$ cat src/sst_pkg.sv
package sst_pkg;

    localparam int WORD_W = 32;
    localparam int OUT_W  = 7;

    localparam logic [1:0] CMD_INSERT = 2'd0;
    localparam logic [1:0] CMD_DELETE = 2'd1;
    localparam logic [1:0] CMD_LOOKUP = 2'd2;

    typedef enum logic [3:0] {
        ST_IDLE = 4'b0001,
        ST_CMP  = 4'b0010,
        ST_SCAN = 4'b0100,
        ST_UPD  = 4'b1000
    } sst_state_t;

    // broadcast to every cell
    typedef struct packed {
        logic cmp;        // latch compare flags
        logic scan;       // latch prefix flag
        logic shift_up;   // open a slot at the scan stop
        logic shift_down; // close the slot at the scan stop
    } cell_ctrl_t;

endpackage

$ cat src/sst_cell.sv
module sst_cell (
    input  logic                             clk,
    input  logic                             rst_n,
    input  sst_pkg::cell_ctrl_t              ctrl,
    input  logic signed [sst_pkg::WORD_W-1:0] value,
    input  logic                             desc,
    input  logic signed [sst_pkg::WORD_W-1:0] left_entry,
    input  logic                             left_valid,
    input  logic                             left_lt,
    input  logic                             lt_in,
    input  logic signed [sst_pkg::WORD_W-1:0] right_entry,
    input  logic                             right_valid,
    output logic signed [sst_pkg::WORD_W-1:0] entry,
    output logic                             valid,
    output logic                             lt_out,
    output logic                             lt,
    output logic                             eq
);
    import sst_pkg::*;

    logic signed [WORD_W-1:0] entry_reg, entry_next;
    logic                     valid_reg, valid_next;
    logic                     b_reg, e_reg, lt_reg;
    logic                     before_w;
    logic                     stop_w;

    assign before_w = desc ? (entry_reg > value) : (entry_reg < value);
    assign lt_out   = lt_in & b_reg;
    // first cell not ordered before the value
    assign stop_w   = !lt_reg && left_lt;

    always_comb
    begin
        entry_next = entry_reg;
        valid_next = valid_reg;
        if (ctrl.shift_up && !lt_reg)
        begin
            entry_next = stop_w ? value : left_entry;
            valid_next = left_valid;
        end
        else if (ctrl.shift_down && !lt_reg)
        begin
            entry_next = right_entry;
            valid_next = right_valid;
        end
    end

    always_ff @(posedge clk)
    begin
        entry_reg <= entry_next;
    end

    always_ff @(posedge clk or negedge rst_n)
    begin
        if (!rst_n)
        begin
            valid_reg <= 1'b0;
            b_reg     <= 1'b0;
            e_reg     <= 1'b0;
            lt_reg    <= 1'b0;
        end
        else
        begin
            valid_reg <= valid_next;
            if (ctrl.cmp)
            begin
                b_reg <= valid_reg && before_w;
                e_reg <= valid_reg && (entry_reg == value);
            end
            if (ctrl.scan)
                lt_reg <= lt_out;
        end
    end

    assign entry = entry_reg;
    assign valid = valid_reg;
    assign lt    = lt_reg;
    assign eq    = e_reg;

endmodule

$ cat config.mk
export PLATFORM = sky130hd
export DESIGN_NAME = sst_cell
export DESIGN_NICKNAME = d
export VERILOG_FILES = /design/src/sst_pkg.sv /design/src/sst_cell.sv
export SDC_FILE = /design/constraint.sdc
export NUM_CORES = 1
export LEC_CHECK = 0
export ABC_AREA = 1
export BUFFER_PORTS_ARGS = -buffer_cell sky130_fd_sc_hd__buf_2
export CORE_ASPECT_RATIO = 1.75
export CORE_MARGIN = 3
export CORE_UTILIZATION = 45
export DETAILED_ROUTE_END_ITERATION = 8
export PLACE_DENSITY = 0.78
export SYNTH_ARGS = -nofsm -noshare
export SYNTH_HDL_FRONTEND = slang
export SYNTH_SLANG_ARGS = --single-unit
$ cat constraint.sdc
create_clock -name clk -period 5.2 [get_ports clk]
set_input_delay 0.52 -clock clk [delete_from_list [all_inputs] [get_ports clk]]
set_output_delay 0.52 -clock clk [all_outputs]
set_load 0.05 [all_outputs]
### Word level (Yosys, flattened, before mapping)

Cells that the tools add are included.

| word-level totals | value |
|---|---|
| flip-flop bits (word level) | 36 |
| input port bits | 107 |

| cells by class | value |
|---|---|
| magnitude comparators | 2 |
| equality and inequality tests | 1 |
| multiplexer cells | 6 |
| bitwise logic cells | 1 |
| reductions and logical operators | 7 |

Operators by type and width:

| cell | number |
|---|---|
| $mux 32 | 3 |
| $eq 32x32->1 | 1 |
| $gt 32x32->1 | 1 |
| $lt 32x32->1 | 1 |
| $logic_and 1x1->1 | 5 |
| $mux 1 | 3 |
| $reduce_bool 2->1 | 1 |
| $and 1x1->1 | 1 |
| $logic_not 1->1 | 1 |

### Depth between registers and ports, before layout

| logic depth | value |
|---|---|
| depth after elaboration | 4 |
| mapped depth | 17 |
| depth with buffers taken out | 17 |

### Worst setup path before layout

Ideal clock, no wire load.

| path | value |
|---|---|
| kind | reg2reg |
| start | register lt_reg (netlist: lt) |
| end | register entry_reg[0] (netlist: entry[0]), enable pin |
| setup time | 425 ps |
| arrival | 2110 ps |
| required time | 4775 ps |
| slack | 2665 ps |
| stages on the path, launching flop included | 2 |
| period minus slack after synthesis | 2535 ps |
| path through | dfrtp_1 -> nor2_1 |

| on the way | value |
|---|---|
| word-level cells in the longest chain between the ends | 3 |
| elaborated cells on any way between the ends | 4 |

RTL lines:

| what | RTL line | source |
|---|---|---|
| start, declared | sst_cell.sv:23 | `logic b_reg, e_reg, lt_reg;` |
| start signal, assigned | sst_cell.sv:71 | `lt_reg <= lt_out;` |
| $logic_not 1->1 * | sst_cell.sv:36, sst_cell.sv:41 |  |
| $logic_and 1x1->1 (on tied branches) | sst_cell.sv:36, sst_cell.sv:41 |  |
| $reduce_bool 2->1 (no source line) * | n/a |  |
| end signal, assigned | sst_cell.sv:50 | `entry_reg <= entry_next;` |
| end, declared | sst_cell.sv:21 | `logic signed [WORD_W-1:0] entry_reg, entry_next;` |

Mark *: on every way between the ends. The rest lies on a longest branch, timed or not.
A chain may end at the register's enable or synchronous reset.

### Final worst setup path

| path | value |
|---|---|
| start | input port left_lt |
| end | register entry_reg[20] (netlist: entry[20]) (data pin) |

| on the way | value |
|---|---|
| word-level cells in the longest chain between the ends | 3 |

RTL lines:

| what | RTL line | source |
|---|---|---|
| start, declared | sst_cell.sv:9 | `input logic left_lt,` |
| $logic_and 1x1->1 | sst_cell.sv:30 | `assign stop_w = !lt_reg && left_lt;` |
| $mux 32 | sst_cell.sv:38 | `entry_next = stop_w ? value : left_entry;` |
| $mux 32 | sst_cell.sv:36 | `if (ctrl.shift_up && !lt_reg)` |
| named net entry_next[20] | sst_cell.sv:21 |  |

The timed path passes the listed nets, and every way through them passes these cells.

==> metrics.txt <==
starting DRC count in detailed routing=203; DRT Pass-1 Iters=4; core box area=0.00593 sq mm; ant diodes=0; syn_area_per_cell=7.83 sq um; clock skew=0.00743 ns; std cell rows=37; PostCTS Resize Cnt=0; area of the die=0.00716 sq mm; count of final hold-check violations=0; Worst Tran Pin Value=1.01 ns; CP Class=primary input to register; yosys warns=0; Setup TNS Final=0 ns; HPWL Detailed=6020 um; Finished Core Util=60.9%; worst min-delay path class=primary input to asynchronous set/reset pin; TritonCTS buffer count=5; cell count after synthesis=353; Die Ht=110 um; Via Count=2898; postcts setup bufs=0; crit share post-route=34.1%; Final Slew Violations=0; first-pass GRT wire length=12600 um; Worst Path Buf+Inv=2; cells along the critical path=buf_2, inv_2, o21ai_0, o21ai_1; Critical Path AT=1.81 ns; Largest register FFs=32; final hold slack=0.0203 ns; CP Data Required Time=5.24 ns; Initial Utilization=46.7%; cell with the most instances after synthesis=nand2_1; root cell of the clock tree=clkbuf_8; filler cell count=615; Avg Vias per Cell=approximately 5.1; # IOs=143; Max Freq=about 560 MHz; Power, Total=about 1 mW; post-route insts no fill=566; final net count=626; WL final=7890 um; leakage power=~1.9 nW; # hold bufs at CTS=0; CP Launch Type=primary input; post-route ant nets=0; Total GRT Usage=~22%; vias in the first global route=2960; drc violations=0; layout cells sized above 1=34.4%; Die Span X=~65 um; P&R area growth vs syn=30.5%; crit path from=left_lt; max_cap viols=0; clock tree buffer depth=2; WL/cell=13.9 um; clock slew at reported path FFs=~0.07 ns; main flop type after synthesis=edfxtp_1; Max transition margin=between 30% and 40%; reg2reg start=entry[15]$_DFFE_PP_; Synth Register Bits=36; Worst setup EP type=register; max incr delay on CP=0.50 ns; H-tree levels=2; dominant cell type by area after synthesis=edfxtp_1; Synth top area share=34.8%; Top delay family on crit path=buffers and inverters; status=finished clean; RePlAce Congestion=0.796; antenna violations before repair=0; Stages on worst setup path=4; Cell variety after synth=24; placed insts=558; post-synthesis sequential area ratio=38.4%; Synth Cell Area=0.00277 sq mm; CTS tree=yes; clk_lat worst skew=0.29 ns; CP max-delay cell=buf_2; crit path time final=between 1.5 and 2 ns; RSZ-0062 raised after global routing=no; Post-Synthesis Net Count=just under 500; VDD IR max=0.198 mV; Synth async-reset ratio=11.1%; EDFF count, synth=32; clock sinks=36; top cells by count, synth=nand2_1 (75), a21oi_1 (46), inv_1 (41); Port-buffer cells=142; pin count of the biggest net entering global routing=35; Register-to-Register Path Depth=11; final setup violation count=0; global route overflow=0; Worst Path Max Fanout=33; Area contributors post-synth=edfxtp_1 (35%), ha_1 (14%), nand2_1 (10%); Pwr Density=between 200 and 300 mW/mm^2
-- placed cells by master, fill, tap and decap left out, drive strengths merged --
cell type	instances
buf	143
nand2	80
o21ai	67
a21oi	47
inv	47
ha	32
edfxtp	32
nor2	15
clkbuf	7
nand3	6
dfrtp	4
o21a	2
clkinv	2
nand4	2
a31oi	1
a21o	1
-- metal layers --
metal | global-route usage (%) | share of wire, %
met2 | 43.3 | 55
met1 | 23.5 | 35
met4 | 7.86 | 2.3
met3 | 4.09 | 7.2
met5 | 0 | 0
-- cell type report --
| class | count | area, sq um | area share, % |
|---|---|---|---|
| sequential | 36 | 1060 | 29.4 |
| tap | 78 | 97.6 | 2.70 |
| timing repair buffer | 143 | 718 | 19.9 |
| inverter | 48 | 180 | 4.99 |
| clock inverter | 1 | 5.00 | 0.139 |
| clock buffer | 7 | 76.3 | 2.11 |
| multi-input combinational | 253 | 1470 | 40.8 |
-- stage by stage --
step / cell area, sq um / setup WS, ns
2_1_floorplan: 2770 / 2.67
3_5_place_dp: 3530 / 3.15
3_3_place_gp: 3530 / 3.17
4_1_cts: 3610 / 3.39
5_1_grt: 3610 / 3.22
6_report: 3610 / 3.43
-- report_power, final --
group	internal [mW]	leakage (nW)	switching, mW
registers	0.366	0.365	0.0218
clock network	0.0942	0.0422	0.104
logic	0.126	1.50	0.288
-- kinds of logic (layout without fill, tap and decap cells) --
kind of cell | count (synthesis) | after routing | share of synthesized area [%]
AO/OA/AOI/OAI | 118 | 118 | 21.8
adder cells (fa/ha/maj) | 32 | 32 | 14.5
AND/OR/NAND/NOR | 103 | 103 | 16.7
flip-flops | 36 | 36 | 38.4
buffers and inverters | 64 | 199 | 8.69
-- worst paths after layout --
| check | to | slack, ns |
|---|---|---|
| min in group clk | lt$_DFFE_PN0P_ | 0.42 |
| worst min register to register | b_reg$_DFFE_PN0P_ | 0.52 |
| worst max register to register | b_reg$_DFFE_PN0P_ | 3.43 |
| worst max-delay path | entry[20]$_DFFE_PP_ | 3.43 |
| worst min-delay path | lt$_DFFE_PN0P_ | 0.02 |
| max in group asynchronous | eq$_DFFE_PN0P_ | 5.06 |
Power figures use the tool's default switching activity.
